### config.mk
export PLATFORM = sky130hd
export DESIGN_NAME = d8fd_score
export DESIGN_NICKNAME = d
export VERILOG_FILES = /design/src/rtl/d8fd_pkg.sv /design/src/rtl/d8fd_score.sv
export SDC_FILE = /design/constraint.sdc
export NUM_CORES = 2
export LEC_CHECK = 0
export ABC_AREA = 1
export BUFFER_PORTS_ARGS = -buffer_cell sky130_fd_sc_hd__clkbuf_2
export CAP_MARGIN = 10
export CORE_MARGIN = 2
export CORE_UTILIZATION = 35
export DETAILED_ROUTE_END_ITERATION = 10
export PLACE_DENSITY = 0.51
export SKIP_LAST_GASP = 1
export SLEW_MARGIN = 20
export SYNTH_ARGS = -nofsm -noshare
export SYNTH_HDL_FRONTEND = slang
export SYNTH_SLANG_ARGS = --single-unit
### constraint.sdc
create_clock -name clk -period 41.5 [get_ports clk]
set_input_delay 4.15 -clock clk [delete_from_list [all_inputs] [get_ports clk]]
set_output_delay 4.15 -clock clk [all_outputs]
set_load 0.01 [all_outputs]
### src/rtl/d8fd_pkg.sv
// Shared widths, codes, types and constants of the D8 flow direction window.
`timescale 1ns / 1ps

package d8fd_pkg;

	// Fixed field widths of the channels and the configuration port
	localparam int ELEV_IN_W  = 16;
	localparam int COL_W      = 10;
	localparam int ROW_W      = 16;
	localparam int DIR_W      = 3;
	localparam int GRID_W_W   = 11;
	localparam int GRID_H_W   = 16;
	localparam int CFG_IDX_W  = 1;
	localparam int CFG_DATA_W = 16;
	localparam int SCALE_W    = 16;

	// Configuration register indexes
	localparam logic [CFG_IDX_W-1:0] REG_GRID_WIDTH  = 1'd0;
	localparam logic [CFG_IDX_W-1:0] REG_GRID_HEIGHT = 1'd1;

	// Register reset values
	localparam logic [GRID_W_W-1:0] GRID_WIDTH_RST  = 11'd1024;
	localparam logic [GRID_H_W-1:0] GRID_HEIGHT_RST = 16'd1024;

	// 1/sqrt(2) in Q0.16; axial drops are scaled by 1.0 (a 16-bit shift)
	localparam logic [SCALE_W-1:0] DIAG_SCALE = 16'd46341;

	// Window slot (row * 3 + col) of the neighbor for each direction code
	localparam logic [3:0] NB_SLOT [8] = '{4'd5, 4'd2, 4'd1, 4'd0, 4'd3, 4'd6, 4'd7, 4'd8};
	localparam logic [3:0] CENTER_SLOT = 4'd4;

	typedef logic [DIR_W-1:0] dir_t;

	// Per-cell side information traveling with the window data
	typedef struct packed {
		logic             emit;
		logic             last;
		logic [COL_W-1:0] col;
		logic [ROW_W-1:0] row;
	} info_t;

endpackage

### src/rtl/d8fd_score.sv
// Drop and slope score for each of the eight neighbors, registered.
`timescale 1ns / 1ps

module d8fd_score #(
	parameter int ELEV_BITS = 16
) (
	input  logic                                              clk,
	input  logic                                              arst_n,
	input  logic                                              in_valid,
	output logic                                              in_ready,
	input  logic [8:0][ELEV_BITS-1:0]                         cells,
	input  d8fd_pkg::info_t                                   info_in,
	output logic                                              out_valid,
	input  logic                                              out_ready,
	output logic [7:0][ELEV_BITS+d8fd_pkg::SCALE_W-1:0]       scores,
	output d8fd_pkg::info_t                                   info_out
);

	localparam int SW = ELEV_BITS + d8fd_pkg::SCALE_W;

	logic                     valid_s2;
	logic [7:0][SW-1:0]       scores_s2;
	d8fd_pkg::info_t          info_s2;
	logic [7:0][SW-1:0]       scores_nx;
	logic [ELEV_BITS-1:0]     center, nb, drop;
	logic                     take;

	// Score each neighbor; no positive drop scores zero
	always_comb begin
		center = cells[d8fd_pkg::CENTER_SLOT];
		nb     = '0;
		drop   = '0;
		for (int k = 0; k < 8; k++) begin
			nb   = cells[d8fd_pkg::NB_SLOT[k]];
			drop = (center > nb) ? center - nb : '0;
			if (k % 2 == 1) begin
				scores_nx[k] = SW'(drop) * SW'(d8fd_pkg::DIAG_SCALE);
			end else begin
				scores_nx[k] = {drop, {d8fd_pkg::SCALE_W{1'b0}}};
			end
		end
	end

	assign in_ready = !valid_s2 || out_ready;
	assign take     = in_valid && in_ready;

	// Keep only interior cells; drop border transactions here
	always_ff @(posedge clk or negedge arst_n) begin
		if (!arst_n) begin
			valid_s2 <= 1'b0;
		end else if (take) begin
			valid_s2 <= info_in.emit;
		end else if (out_ready) begin
			valid_s2 <= 1'b0;
		end
	end

	always_ff @(posedge clk) begin
		if (take) begin
			scores_s2 <= scores_nx;
			info_s2   <= info_in;
		end
	end

	assign out_valid = valid_s2;
	assign scores    = scores_s2;
	assign info_out  = info_s2;

endmodule

* Word-level counts from Yosys, hierarchy flattened *
Cells that the tools add are included.

storage, ports and cells
  register bits after elaboration = 221
  input port bits = 176
  output and inout bits = 286
  logic and storage cells = 43

cells by class
  add/subtract/negate cells = 8
  $mul = 4
  order comparisons = 8
  mux-type cells = 6
  reductions and logical operators = 4

operators with widths
  cell                                                  count
  greater-than comparator 16 bit                        8
  multiplier 16 x 16 -> 32 bit (second input constant)  4
  subtractor 16 bit                                     8
  two-way mux 16 bit                                    4
  two-way mux 1 bit                                     2
  nonzero test 2 bit                                    1
  logical AND 1 bit                                     1
  logical NOT 1 bit                                     1
  logical OR 1 bit                                      1

* Longest topological paths before layout *
  depth in word-level cells = 4
  depth in mapped cells = 37
  mapped depth without buffers = 37

* Worst setup path before layout *
OpenSTA, ideal clock, no wires.

  path kind = input to register
  start = input out_ready
  end = register info_s2, in the netlist info_out[0], enable pin
  library setup time = 1140 ps
  arrival = 19992 ps
  required time = 40360 ps
  slack = 20368 ps
  stages = 2
  buffers on the path = 0
  cells stage by stage = inv_1 -> a21boi_0

on the way
  cells in the longest elaborated chain, start to end = 2

ends and longest elaborated chain
  element                 RTL line          source
  start: declaration      d8fd_score.sv:14  input logic out_ready,
  logical OR 1 bit        d8fd_score.sv:44  assign in_ready = !valid_s2 || out_ready;
  logical AND 1 bit       d8fd_score.sv:45  assign take = in_valid && in_ready;
  net take                d8fd_score.sv:26  logic take;
  end signal: assignment  d8fd_score.sv:61  info_s2 <= info_in;
  end: declaration        d8fd_score.sv:23  d8fd_pkg::info_t info_s2;

The timed path passes the listed nets, and every way through them passes these cells.
A chain may end at the register's enable or synchronous reset.

==> impl_metrics.json <==
{
  "fin_cells": 5209,
  "ys_ff_latch": 221,
  "reg2reg_depth": 3,
  "drc_errors": 0,
  "start_util_pct": 35.5,
  "post_cts_resized": 0,
  "min_period_ns": 10.87,
  "pre_cts_slack_ns": 30.10,
  "grt-ovfl-total": 0,
  "wl_um": 95500,
  "area_delta_synth_final_pct": 13.5,
  "reg2reg_to": "scores[252]",
  "hp-start": "out_valid",
  "placed_area_um2": 33500,
  "setup_tns_ns": 0,
  "cts_max_path_buffers": 3,
  "clock-sinks": 221,
  "syn-instance-count": 3622,
  "cts_tree": "done",
  "seq_area_frac_synth_pct": 21.9,
  "drv_cap": 0,
  "skew_ns": 0.00802,
  "fin_nets": 4998,
  "hold-worst-slack_ns": 0.592,
  "place_inst": 5155,
  "worst_pin_slew_ns": 0.962,
  "min_to": "out_valid",
  "leakage_nw": 18.9,
  "track_usage_pct": 21.0,
  "antenna_left": 0,
  "cp.arrival_ns": 11.31,
  "maxSlewViolCount": 0,
  "grt_antenna_before_repair": 14,
  "grt_pass1_wl_um": 144000,
  "hp-class": "flop to flop",
  "post_cts_buffers": 0,
  "ff2ff_setup_slack_ns": 39.02,
  "dieArea_um2": 89000,
  "grt_pass1_vias": 24717,
  "synthArstFlopShare_pct": 0.452,
  "via_per_inst": 4.88,
  "routabilityCongestion": 0.928,
  "holdBufCountCts": 0,
  "die_width_um": 298,
  "avgSynthCellArea_um2": 8.38,
  "fin_total_pwr_mw": 2.54,
  "vias": 25398,
  "timing.final.crit_share_pct": 26.2,
  "final_hold_viol_count": 0,
  "num_rows": 107,
  "drtIter0Drc": 1733,
  "outcome": "complete, no violations",
  "root_buffer": "clkbuf_16",
  "cts.clk_slew.worst_paths_ns": 0.06,
  "io_buffers": 397,
  "crit_slowest_cell": "inv_1",
  "dpl.hpwl_um": 80500,
  "wl_per_cell_um": 18.3,
  "cts_buffers": 29,
  "hold_depth": 2,
  "crit_required_ns": 41.94,
  "path_class": "input port to flop",
  "ios": 462,
  "max_freq_ghz": 0.0920,
  "cp-start-kind": "input port",
  "htreeDepth": 1,
  "crit_fanout": 14,
  "slowest_delay_ns": 0.55,
  "layout_setup_ws_ns": 30.63,
  "r2r_start": "out_valid",
  "finish.instance_area_um2": 34400,
  "grt_start_max_net_pins": 159,
  "firstDrtPassIters": 5,
  "end_kind": "flop",
  "setup_viol_count_final": 0,
  "syn-cell-area_um2": 30300,
  "cellPowerDensity_nw_per_um2": 73.6,
  "clk-insertion-delay-late_ns": 0.61,
  "synth_ff_type": "edfxtp_1",
  "fp.dieH_um": 298,
  "synth_edf_count": 220,
  "final_util_pct": 40.3,
  "synth.distinct_cells": 47,
  "core_area_um2": 85500,
  "yosys_warnings": 0,
  "drive_gt1_share_pct": 12.5,
  "ir_drop_mv": 0.0513,
  "rsz0062_at_grt": "no",
  "relSlewSlack_pct": 35.9
}
==> kinds of logic after synthesis <==
family                     Yosys count  synth area share [%]
and+or+nand+nor                   1139                  15.8
buffers and inverters              800                  10.8
adders and majority gates          780                  37.1
AOI/OAI and AO/OA                  503                  9.23
DFF                                221                  21.9
xor gates and xnor gates           178                  5.19
other                                1                0.0124
==> critical path, delay by kind of cell <==
family	cells	cell delay, ns
AOI/OAI and AO/OA	2	0.27
adders and majority gates	9	3.63
and+or+nand+nor	11	1.73
buffers and inverters	6	1.04
xor gates and xnor gates	2	0.49
==> power breakdown <==
group / leakage, nW / switching [mW] / internal, mW
registers: 2.17 / 0.0190 / 0.386
clock network: 0.462 / 0.110 / 0.148
logic: 16.3 / 1.18 / 0.694
total: 18.9 / 1.31 / 1.23
==> metal layers <==
layer | track usage, % | routed length [um] | vias up
met5 | 0 | 117 | -
met4 | 3.41 | 1330 | 18
met3 | 5.02 | 7650 | 83
met2 | 33.2 | 41800 | 763
met1 | 29.6 | 44600 | 11952
li1 | - | - | 12582
==> registers in the layout (all words and copies together), names as in the netlist <==
signal	flops
scores	192
info_out	28
out_valid	1
==> layout make-up <==
cell class | instances | area, um2
inverters | 724 | 2720
well taps | 1144 | 1430
clock inverters | 18 | 183
multi-input cells | 2664 | 20700
diodes | 1 | 2.50
flip-flops and latches | 221 | 6630
clock buffers | 35 | 758
fillers | 8974 | 51100
repair buffers | 402 | 2040
==> worst max path at each step <==
stage          startpoint           to  cells past startpoint
5_1_grt         cells[64]  scores[191]                     31
3_5_place_dp    cells[64]   scores[53]                     30
4_1_cts         cells[64]   scores[53]                     30
6_report        cells[64]   scores[59]                     30
2_1_floorplan   out_ready  info_out[0]                      2
3_3_place_gp    cells[64]   scores[53]                     30
==> synthesized netlist by cell type (2+ instances only) <==
| cell | number | area (um2) |
|---|---|---|
| o21ai_2 | 6 | 52.6 |
| nand2_2 | 6 | 37.5 |
| xnor2_1 | 56 | 490 |
| o21ai_0 | 115 | 576 |
| buf_6 | 3 | 33.8 |
| nor2_4 | 3 | 33.8 |
| xor2_1 | 120 | 1050 |
| or2_2 | 28 | 175 |
| nand4_1 | 29 | 181 |
| or2_1 | 3 | 18.8 |
| ha_1 | 581 | 7270 |
| fa_1 | 199 | 3980 |
| o211ai_1 | 5 | 37.5 |
| nand3b_1 | 13 | 97.6 |
| nor2_1 | 292 | 1100 |
| or3_1 | 2 | 12.5 |
| xnor2_2 | 2 | 32.5 |
| a211oi_1 | 8 | 60.1 |
| nand2_1 | 566 | 2120 |
| o21ai_1 | 4 | 20.0 |
| buf_4 | 64 | 480 |
| a21o_1 | 31 | 233 |
| a21oi_1 | 273 | 1370 |
| o21bai_1 | 28 | 210 |
| nor3_1 | 47 | 235 |
| nand3_1 | 127 | 636 |
| a221oi_1 | 3 | 26.3 |
| and2_1 | 4 | 25.0 |
| a31oi_1 | 11 | 68.8 |
| inv_1 | 723 | 2710 |
| nor4_1 | 8 | 50.1 |
| edfxtp_1 | 220 | 6610 |
| a21boi_0 | 5 | 37.5 |
| a31o_2 | 2 | 17.5 |
| nor2_2 | 8 | 50.1 |
| o21a_1 | 8 | 60.1 |
| buf_2 | 8 | 40.0 |
| o31ai_1 | 2 | 15.0 |
==> layout by cell type (no fill, tap or decap), types with 3 or more instances in the layout <==
cell	count
and2_1	4
clkinv_2	6
or2_1	3
clkbuf_2	397
nand2_1	566
nor2_1	292
xor2_1	120
fa_1	199
inv_1	723
a21oi_1	273
clkinv_4	4
a211oi_1	8
o21ai_1	4
edfxtp_1	220
o211ai_1	5
nor4_1	8
nor3_1	47
a221oi_1	3
conb_1	64
nand3_1	127
o21ai_2	6
a21o_1	31
or2_2	28
a21boi_0	4
o21ai_0	115
nand4_1	29
clkinv_1	3
nand3b_1	13
a31oi_1	11
ha_1	581
clkbuf_16	29
o21a_1	8
nand2_2	6
xnor2_1	56
bufinv_16	3
nor2_4	3
clkbuf_1	5
nor2_2	8
buf_4	4
o21bai_1	28
Power figures use the tool's default switching activity.
