--- config.mk ---
export PLATFORM = sky130hd
export DESIGN_NAME = d8fd_select_flat
export DESIGN_NICKNAME = d
export VERILOG_FILES = /design/src/rtl/d8fd_pkg.sv /design/src/rtl/d8fd_flow_if.sv /design/src/rtl/d8fd_select.sv /design/src/flat_wrapper.sv
export SDC_FILE = /design/constraint.sdc
export NUM_CORES = 1
export LEC_CHECK = 0
export BUFFER_PORTS_ARGS = -buffer_cell sky130_fd_sc_hd__buf_2
export CAP_MARGIN = 20
export CORE_UTILIZATION = 52
export DETAILED_ROUTE_END_ITERATION = 10
export PLACE_DENSITY = 0.88
export SLEW_MARGIN = 25
export SYNTH_ARGS = -nofsm -noshare
export SYNTH_HDL_FRONTEND = slang
export SYNTH_SLANG_ARGS = --single-unit
--- constraint.sdc ---
create_clock -name clk -period 2 [get_ports clk]
set_input_delay 0.1 -clock clk [delete_from_list [all_inputs] [get_ports clk]]
set_output_delay 0.1 -clock clk [all_outputs]
set_load 0.02 [all_outputs]
--- src/rtl/d8fd_pkg.sv ---
// Shared widths, codes, types and constants of the D8 flow direction window.
`timescale 1ns / 1ps

package d8fd_pkg;

	// Fixed field widths of the channels and the configuration port
	localparam int ELEV_IN_W  = 16;
	localparam int COL_W      = 10;
	localparam int ROW_W      = 16;
	localparam int DIR_W      = 3;
	localparam int GRID_W_W   = 11;
	localparam int GRID_H_W   = 16;
	localparam int CFG_IDX_W  = 1;
	localparam int CFG_DATA_W = 16;
	localparam int SCALE_W    = 16;

	// Configuration register indexes
	localparam logic [CFG_IDX_W-1:0] REG_GRID_WIDTH  = 1'd0;
	localparam logic [CFG_IDX_W-1:0] REG_GRID_HEIGHT = 1'd1;

	// Register reset values
	localparam logic [GRID_W_W-1:0] GRID_WIDTH_RST  = 11'd1024;
	localparam logic [GRID_H_W-1:0] GRID_HEIGHT_RST = 16'd1024;

	// 1/sqrt(2) in Q0.16; axial drops are scaled by 1.0 (a 16-bit shift)
	localparam logic [SCALE_W-1:0] DIAG_SCALE = 16'd46341;

	// Window slot (row * 3 + col) of the neighbor for each direction code
	localparam logic [3:0] NB_SLOT [8] = '{4'd5, 4'd2, 4'd1, 4'd0, 4'd3, 4'd6, 4'd7, 4'd8};
	localparam logic [3:0] CENTER_SLOT = 4'd4;

	typedef logic [DIR_W-1:0] dir_t;

	// Per-cell side information traveling with the window data
	typedef struct packed {
		logic             emit;
		logic             last;
		logic [COL_W-1:0] col;
		logic [ROW_W-1:0] row;
	} info_t;

endpackage

--- src/rtl/d8fd_flow_if.sv ---
// Flow direction channel: valid, ready, center coordinates, direction and last flag.
`timescale 1ns / 1ps

interface d8fd_flow_if;
	logic                       valid;
	logic                       ready;
	logic [d8fd_pkg::COL_W-1:0] center_col;
	logic [d8fd_pkg::ROW_W-1:0] center_row;
	logic [d8fd_pkg::DIR_W-1:0] direction;
	logic                       last_cell;

	modport source (output valid, output center_col, output center_row, output direction,
		output last_cell, input ready);
	modport sink (input valid, input center_col, input center_row, input direction,
		input last_cell, output ready);
endinterface

--- src/rtl/d8fd_select.sv ---
// Steepest-descent pick over eight scores and the result register.
`timescale 1ns / 1ps

module d8fd_select #(
	parameter int ELEV_BITS = 16
) (
	input  logic                                          clk,
	input  logic                                          arst_n,
	input  logic                                          in_valid,
	output logic                                          in_ready,
	input  logic [7:0][ELEV_BITS+d8fd_pkg::SCALE_W-1:0]   scores,
	input  d8fd_pkg::info_t                               info,
	d8fd_flow_if.source                                   flows
);

	localparam int SW = ELEV_BITS + d8fd_pkg::SCALE_W;

	logic [SW-1:0]    v1 [4];
	d8fd_pkg::dir_t   c1 [4];
	logic [SW-1:0]    v2 [2];
	d8fd_pkg::dir_t   c2 [2];
	d8fd_pkg::dir_t   dir_nx;
	logic             valid_q;
	logic             take;

	// Pairwise maximum tree; the lower code keeps a tie
	always_comb begin
		for (int j = 0; j < 4; j++) begin
			if (scores[2*j + 1] > scores[2*j]) begin
				v1[j] = scores[2*j + 1];
				c1[j] = d8fd_pkg::DIR_W'(2*j + 1);
			end else begin
				v1[j] = scores[2*j];
				c1[j] = d8fd_pkg::DIR_W'(2*j);
			end
		end
		for (int j = 0; j < 2; j++) begin
			if (v1[2*j + 1] > v1[2*j]) begin
				v2[j] = v1[2*j + 1];
				c2[j] = c1[2*j + 1];
			end else begin
				v2[j] = v1[2*j];
				c2[j] = c1[2*j];
			end
		end
		dir_nx = (v2[1] > v2[0]) ? c2[1] : c2[0];
	end

	assign in_ready = !valid_q || flows.ready;
	assign take     = in_valid && in_ready;

	// Result register: hold while the receiver stalls
	always_ff @(posedge clk or negedge arst_n) begin
		if (!arst_n) begin
			valid_q <= 1'b0;
		end else if (take) begin
			valid_q <= 1'b1;
		end else if (flows.ready) begin
			valid_q <= 1'b0;
		end
	end

	always_ff @(posedge clk) begin
		if (take) begin
			flows.center_col <= info.col;
			flows.center_row <= info.row;
			flows.direction  <= dir_nx;
			flows.last_cell  <= info.last;
		end
	end

	assign flows.valid = valid_q;

endmodule

--- src/flat_wrapper.sv ---
// flat-port wrapper written by rule: the top's interface ports become plain ports
module d8fd_select_flat 
#(
	parameter int ELEV_BITS = 16
)
  (clk, arst_n, in_valid, in_ready, scores, info, flows_valid, flows_center_col, flows_center_row, flows_direction, flows_last_cell, flows_ready);
  d8fd_flow_if flows_i ();
  input  logic clk;
  input  logic arst_n;
  input  logic in_valid;
  output logic in_ready;
  input  logic [7:0][ELEV_BITS+d8fd_pkg::SCALE_W-1:0] scores;
  input  d8fd_pkg::info_t info;
  output wire logic [$bits(flows_i.valid)-1:0] flows_valid;
  output wire logic [$bits(flows_i.center_col)-1:0] flows_center_col;
  output wire logic [$bits(flows_i.center_row)-1:0] flows_center_row;
  output wire logic [$bits(flows_i.direction)-1:0] flows_direction;
  output wire logic [$bits(flows_i.last_cell)-1:0] flows_last_cell;
  input wire logic [$bits(flows_i.ready)-1:0] flows_ready;
  assign flows_valid = flows_i.valid;
  assign flows_center_col = flows_i.center_col;
  assign flows_center_row = flows_i.center_row;
  assign flows_direction = flows_i.direction;
  assign flows_last_cell = flows_i.last_cell;
  assign flows_i.ready = flows_ready;
  d8fd_select #(.ELEV_BITS(ELEV_BITS)) u_core (.clk(clk), .arst_n(arst_n), .in_valid(in_valid), .in_ready(in_ready), .scores(scores), .info(info), .flows(flows_i));
endmodule
==> qor.yml, run 1 <==
cts_num_sinks: 31
fp.dieH_um: 131
port_buffers: 318
cts-root-buf: "clkbuf_16"
async_reset_ff_share_pct: 3.23
synthFlopType: "edfxtp_1"
worstEndpointGrtRepair: "u_core.flows.direction[0]$_DFFE_PP_/D"
synthAdderAreaFrac_pct: 32.2
synth_xor_area_share_pct: 0
synthCells: 1017
haltStage: "5_1_grt"
ys_ff_latch: 31
syn-num-nets: 1529
initial_utilization_pct: 54.0
netlist.area_leader.share_pct: 32.2
synth_edf_count: 30
fp-row-count: 46
clk_path_buf_depth: 2
seq_area_frac_synth_pct: 10.6
ios: 320
synth_simple_gate_area_share_pct: 11.2
die_x_um: 131
grt_use_total_pct: 90.0
yosysUniqueCellTypes: 44
dp_hpwl_um: 28600
first-error: "[ERROR GRT-0232] Routing congestion too high. Check the congestion heatmap in the GUI."
synth_warnings: 0
syn_area_mm2: 0.00870
gp_congestion: 0.943
synthTopCellsByArea: "ha_1, mux2i_1, edfxtp_1"
status: "aborted with a tool error"
yosys.area.top_type: "ha_1"
worst_path_end_type: "register input"
cts-buffers-inserted: 5
muxShareOfSynthArea_pct: 23.0
grt_max_degree: 31
grt-ovfl-total: 414
syn_area_per_cell_um2: 8.56
synth_top_family_by_area: "adder cells"
htree_levels: 2
synth_compound_area_share_pct: 12.3
## cell usage after synthesis (4+ instances only)
cell and instances:
mux2_2 33, nand4_1 42, nand2_1 50, edfxtp_1 30, nand3_1 21, nor2b_1 8
nand2b_1 6, buf_6 10, a221oi_1 9, a21oi_1 82, o211ai_1 6, and3_1 4
nor3_1 4, buf_4 10, inv_1 197, ha_1 224, a221o_1 9, and4_1 10
o21ai_0 27, o31ai_1 4, nor2_1 14, a21o_1 15, mux2i_1 163
## what timing repair did
| action | 4_1_cts |
|---|---|
| setup buffers | 27 |
| cloned | 6 |
| hold endpoints to repair | 6 |
| gates resized for setup | 187 |
| pin swaps | 42 |
| endpoints found under the setup margin | 3 |
| hold buffers | 6 |
## metrics by stage
step,setup slack (ps),instance area [um^2],cells,TNS (ps),hold WS (ps)
floorplan,-3330,9090,1017,-9550,-196
global placement,-4010,12900,1807,-11760,-121
detailed placement,-4210,12900,1807,-12360,-121
CTS,-3570,14600,1852,-10650,1.17
## kinds of logic after synthesis
family | count (synthesis)
buffers and inverters | 218
adder cells (fa/ha/maj) | 224
multiplexers | 196
AO/OA/AOI/OAI | 172
flip-flops | 31
AND/OR/NAND/NOR | 176
## layer usage
layer / global-route usage (%) / overflow
met3: 77.3 / 8
met4: 101 / 138
met5: 35.1 / 1
met2: 105 / 260
met1: 85.8 / 7
==> run 2: changes to the inputs <==
--- a/config.mk
+++ b/config.mk
@@ -7,9 +7,9 @@
 export LEC_CHECK = 0
 export BUFFER_PORTS_ARGS = -buffer_cell sky130_fd_sc_hd__buf_2
 export CAP_MARGIN = 20
-export CORE_UTILIZATION = 52
+export CORE_UTILIZATION = 40
 export DETAILED_ROUTE_END_ITERATION = 10
-export PLACE_DENSITY = 0.88
+export PLACE_DENSITY_LB_ADDON = 0.15
 export SLEW_MARGIN = 25
 export SYNTH_ARGS = -nofsm -noshare
 export SYNTH_HDL_FRONTEND = slang
==> run 2 against run 1 <==
- the flow now finishes, with violations (setup timing)
- synthesized cell count is the same
- area after synthesis is the same
==> qor.yml, run 2 <==
ant_nets: 0
die_x_um: 149
drtPass1Iterations: 5
fp.dieH_um: 149
rsz0062_at_grt: "yes"
final_cell_mix: "buf_2, buf_4, ha_1"
fp-row-count: 53
synthFlopType: "edfxtp_1"
port_buffers: 318
power_leakage_nw: 7.88
cp.buffers_inverters: 8
syn-num-nets: 1529
cp_top_family: "compound AO/OA/AOI/OAI gates"
r2r_end: "u_core.flows.center_col[3]"
critPathLaunchType: "primary input"
num_vias: 9484
clk_path_buf_depth: 2
cts_tree: "built"
wl_per_cell_um: 15.1
cap_violations: 0
gp_congestion: 0.902
dieArea_mm2: 0.0223
finalWirelength_um: 28800
syn2layout_area_growth_pct: 57.0
totalPowerFinal_mw: 6.62
cp-end-kind: "register"
synthCells: 1017
grt-ovfl-total: 0
top_register: "u_core.flows.center_row"
slew_violations: 0
instances_no_fill: 1910
core_mm2: 0.0212
hold_start: "info[19]"
post-synth-top-count-cell: "ha_1"
dpl-instance-area_mm2: 0.0131
htree_levels: 2
r2r_cells: 3
clk_pin_slew_ps: 50
grt_pass1_vias: 9298
largest_reg_flops: 16
finalSetupTns_ps: -11330
rr_startpoint: "u_core.flows.valid"
top_regs: "u_core.flows.center_row (16), u_core.flows.center_col (10), u_core.flows.direction (3)"
ir_worst_vdd_v: 0.000358
whs_endpoint: "u_core.flows.center_col[3]"
ios: 320
fin_util_pct: 64.6
antenna_cells: 0
post-place-ws_ps: -4270
nets: 2146
setup_viol: 3
critical_path_arrival_ps: 5880
hold_viol: 0
fin_ws_ps: -3820
cts_num_sinks: 31
crit_top_cell: "buf_4"
drcViolationCount: 0
initial_utilization_pct: 41.1
hold_depth: 1
ys_ff_latch: 31
final_common_cell: "buf_2"
viasPerCell: 4.97
cp_data_required_time_ps: 2050
max_stage_delay_ps: 340
violations: "setup timing"
crit_type: "primary input to register"
cts-root-buf: "clkbuf_16"
yosys.area.top_type: "ha_1"
synth_commonest_cells: "ha_1, inv_1, mux2i_1"
dp.cells: 1889
period_needed_ps: 5820
synth_edf_count: 30
fin_area_mm2: 0.0137
fmax_mhz: 172
grt_use_total_pct: 24.9
grt_pass1_wl_um: 44200
skew_ps: 6.10
yosysUniqueCellTypes: 44
netlist.area_leader.share_pct: 32.2
cp_max_fo: 15
drtIter0Drc: 329
async_reset_ff_share_pct: 3.23
syn_area_per_cell_um2: 8.56
worst_slew_pin_slew_ps: 470
relSlewSlack_pct: 67.8
cp.depth: 30
timing.hold.ws_ps: 5.33
grt_max_degree: 31
seq_area_frac_synth_pct: 10.6
powerDensity_mw_per_mm2: 484
hp-class: "primary input to register"
cts-buffers-inserted: 5
finalCritPeriodShare_pct: 291
critPathSlowestCell: "a221o_1"
status: "complete, but fails checks"
drive_gt1_share_pct: 45.6
insertion_delay_ps: 270
antenna_found_initial: 0
dp_hpwl_um: 25800
r2r_slack_ps: 680
synthTopCellsByArea: "ha_1, mux2i_1, edfxtp_1"
syn_area_mm2: 0.00870
synth_warnings: 0
-- run 2: cell counts after synthesis --
No cell type changed its count.
-- run 2: cells by family (layout without fill, tap and decap cells) --
family,Yosys count,in the layout,share of synthesized area (%)
adder cells (fa/ha/maj),224,224,32.2
buffers and inverters,218,836,10.7
multiplexers,196,196,23.0
AND/OR/NAND/NOR,176,176,11.2
AO/OA/AOI/OAI,172,172,12.3
flip-flops,31,31,10.6
-- run 2: worst max-delay path by stage --
| stage | start | end |
|---|---|---|
| final | scores[74] | u_core.flows.direction[1] |
| after CTS | scores[71] | u_core.flows.direction[0] |
| after global routing | scores[74] | u_core.flows.direction[0] |
| after global placement | scores[74] | u_core.flows.direction[0] |
| after detailed placement | scores[71] | u_core.flows.direction[0] |
| after floorplan | scores[14] | u_core.flows.direction[0] |
-- run 2: final cells by class --
type / count / area [um^2]
clock buffers: 5 / 125
repair buffers: 631 / 4110
inverters: 197 / 739
flip-flops and latches: 31 / 926
well taps: 275 / 344
clock inverters: 3 / 38.8
fillers: 1862 / 7500
multi-input cells: 768 / 7380
-- run 2: worst reg2reg max path, stage by stage (launching register included) --
cell and delay [ps]:
dfrtp_1 370, nand2b_1 110, and2_1 140, buf_4 350
-- run 2: where the power goes --
part	switching [mW]	internal (mW)	total, mW
Sequential	0.0184	0.779	0.797
Combinational	2.33	2.64	4.98
Clock	0.262	0.580	0.842
Total	2.62	4.00	6.62
-- run 2: layer usage --
layer	vias to the layer above	track usage, %	share of wire (%)
li1	4946	-	-
met1	4260	31.2	46
met2	258	44.8	48
met3	20	2.99	5.3
met4	0	5.82	1.3
met5	-	0	0
-- run 2: what timing repair did --
item	in CTS	in global routing
cloned	0	1
endpoints found under the hold margin	2	2
pin swaps	1	4
endpoints found under the setup margin	3	3
hold buffers	2	2
setup buffers	0	8
resized for setup	19	27
Note: power is estimated with default switching activity, not from simulation.
==> run 3: changes to the inputs <==
--- a/config.mk
+++ b/config.mk
@@ -7,7 +7,7 @@
 export LEC_CHECK = 0
 export BUFFER_PORTS_ARGS = -buffer_cell sky130_fd_sc_hd__buf_2
 export CAP_MARGIN = 20
-export CORE_UTILIZATION = 40
+export CORE_UTILIZATION = 28
 export DETAILED_ROUTE_END_ITERATION = 10
 export PLACE_DENSITY_LB_ADDON = 0.15
 export SLEW_MARGIN = 25
==> run 3 against run 2 <==
- the run still ends with setup timing left
- die area rose by 42%
- global-route usage shrank 5.9 points
- sequential share of layout area decreased by 0.54 points
- sequential cell count stayed put
- register-to-register slack about the same
==> qor.yml, run 3 (same netlist as run 2, synthesis figures left out) <==
core_mm2: 0.0306
p_int_mw: 4.25
combinationalPowerShare_pct: 77.9
dp_hpwl_um: 27900
max_stage_delay_ps: 590
fmax_mhz: 173
slew_violations: 0
clk_path_buf_depth: 2
power_frac_clock_pct: 10.7
rsz0062_at_grt: "yes"
fill_cells: 3018
ant_nets: 0
viasPerCell: 4.63
insertion_delay_ps: 270
period_needed_ps: 5790
setup_viol: 3
cp_data_required_time_ps: 2020
violations: "setup timing"
powerDensity_mw_per_mm2: 472
nets: 2194
post-place-ws_ps: -4650
power_frac_seq_pct: 11.4
critical_path_arrival_ps: 5810
clk_pin_slew_ps: 50
fp.dieH_um: 178
crit_type: "primary input to register"
grt_use_met3_pct: 3.32
grt_use_total_pct: 19.0
finalSetupTns_ps: -11300
startpoint: "scores[97]"
cp_max_fo: 7
antenna_found_initial: 4
die_x_um: 178
gp_congestion: 0.883
final_cell_mix: "buf_4, buf_2, ha_1"
top_register: "u_core.flows.center_row"
multi_input_area_mm2: 0.00783
finalWirelength_um: 31600
critPathLaunchType: "primary input"
dpl-instance-area_mm2: 0.0135
fp-row-count: 64
cp-end-kind: "register"
fin_ws_ps: -3790
drive_gt1_share_pct: 50.8
top_usage_layer: "met2"
use_met1_pct: 23.7
use_met2_pct: 33.1
grt_pass1_vias: 9454
hp-class: "primary input to register"
port_buffers: 318
initial_utilization_pct: 28.4
cap_violations: 0
timing.hold.ws_ps: 7.50
grt-ovfl-total: 0
cts-buffers-inserted: 5
largest_reg_flops: 16
cts_num_sinks: 31
fin_util_pct: 48.5
instances_no_fill: 2081
top_regs: "u_core.flows.center_row (16), u_core.flows.center_col (10), u_core.flows.direction (3)"
cts_tree: "built"
finalCritPeriodShare_pct: 290
grt_max_degree: 31
status: "complete, but fails checks"
totalPowerFinal_mw: 7.00
swShare_pct: 39.3
grt_pass1_wl_um: 47200
skew_ps: 5.89
regArea_um2: 926
worst_slew_pin_slew_ps: 359
critPathSlowestCell: "or4_4"
wl_per_cell_um: 15.2
drtIter0Drc: 233
drtPass1Iterations: 4
hold_start: "info[5]"
fin_area_mm2: 0.0148
power_leakage_nw: 8.11
p_switching_mw: 2.75
rr_startpoint: "u_core.flows.valid"
drcViolationCount: 0
ir_worst_vdd_v: 0.000226
ios: 320
relSlewSlack_pct: 75.4
dieArea_mm2: 0.0318
htree_levels: 2
final_common_cell: "buf_4"
cts-root-buf: "clkbuf_16"
hold_viol: 0
syn2layout_area_growth_pct: 70.6
dp.cells: 2044
num_vias: 9627
-- run 3: changes by cell type in the layout (fill, tap and decap cells not counted), sizes merged --
| cell | change |
|---|---|
| diode | +2 |
| clkbuf | +6 |
| bufinv | -1 |
| buf | +38 |
| dlygate4sd3 | +6 |
| clkinv | -1 |
-- run 3: final timing paths --
kind	slack, ps	end	cells after the start
max in group asynchronous	1780	u_core.flows.valid	2
hold reg to reg	540	u_core.flows.valid	2
setup / recovery	-3790	u_core.flows.direction[1]	29
setup reg to reg	670	u_core.flows.center_row[13]	3
hold / removal	8	u_core.flows.center_row[5]	1
min in group asynchronous	130	u_core.flows.valid	2
-- run 3: metal layers --
metal	share of wire, %	vias to the layer above
met2	47	249
met1	45	4276
met4	2.9	4
met3	5.5	46
li1	-	5052
met5	0.098	-
-- run 3: what timing repair did --
item                                    in CTS  in global routing
pin swaps                                    6                 20
hold endpoints to repair                     6                  4
setup buffers                                5                  9
gates cloned                                 0                  5
gates resized for setup                     16                170
endpoints found under the setup margin       3                  3
hold buffers                                 6                  4
-- run 3: area by class of cell --
cell class / count / share of cell area (%)
flip-flops and latches: 31 / 6.24
multi-input cells: 768 / 52.8
clock buffers: 7 / 0.961
repair buffers: 679 / 31.6
inverters: 197 / 5.05
well taps: 396 / 3.34
clock inverters: 1 / 0.0337
diodes: 2 / 0.0337
-- run 3: critical path, delay by kind of cell --
family	cells	cell delay [ps]
adder cells (fa/ha/maj)	3	810
multiplexers	3	640
AND/OR/NAND/NOR	8	1710
buffers and inverters	8	1100
AO/OA/AOI/OAI	7	1430
-- run 3: power by group through the flow --
stage	sequential, mW	clock, mW	combinational, mW
detailed placement	0.814	0	4.83
CTS	0.801	0.771	4.96
floorplan	0.865	0	2.77
global route	0.805	0.803	6.06
global placement	0.815	0	4.75
finish	0.800	0.748	5.45
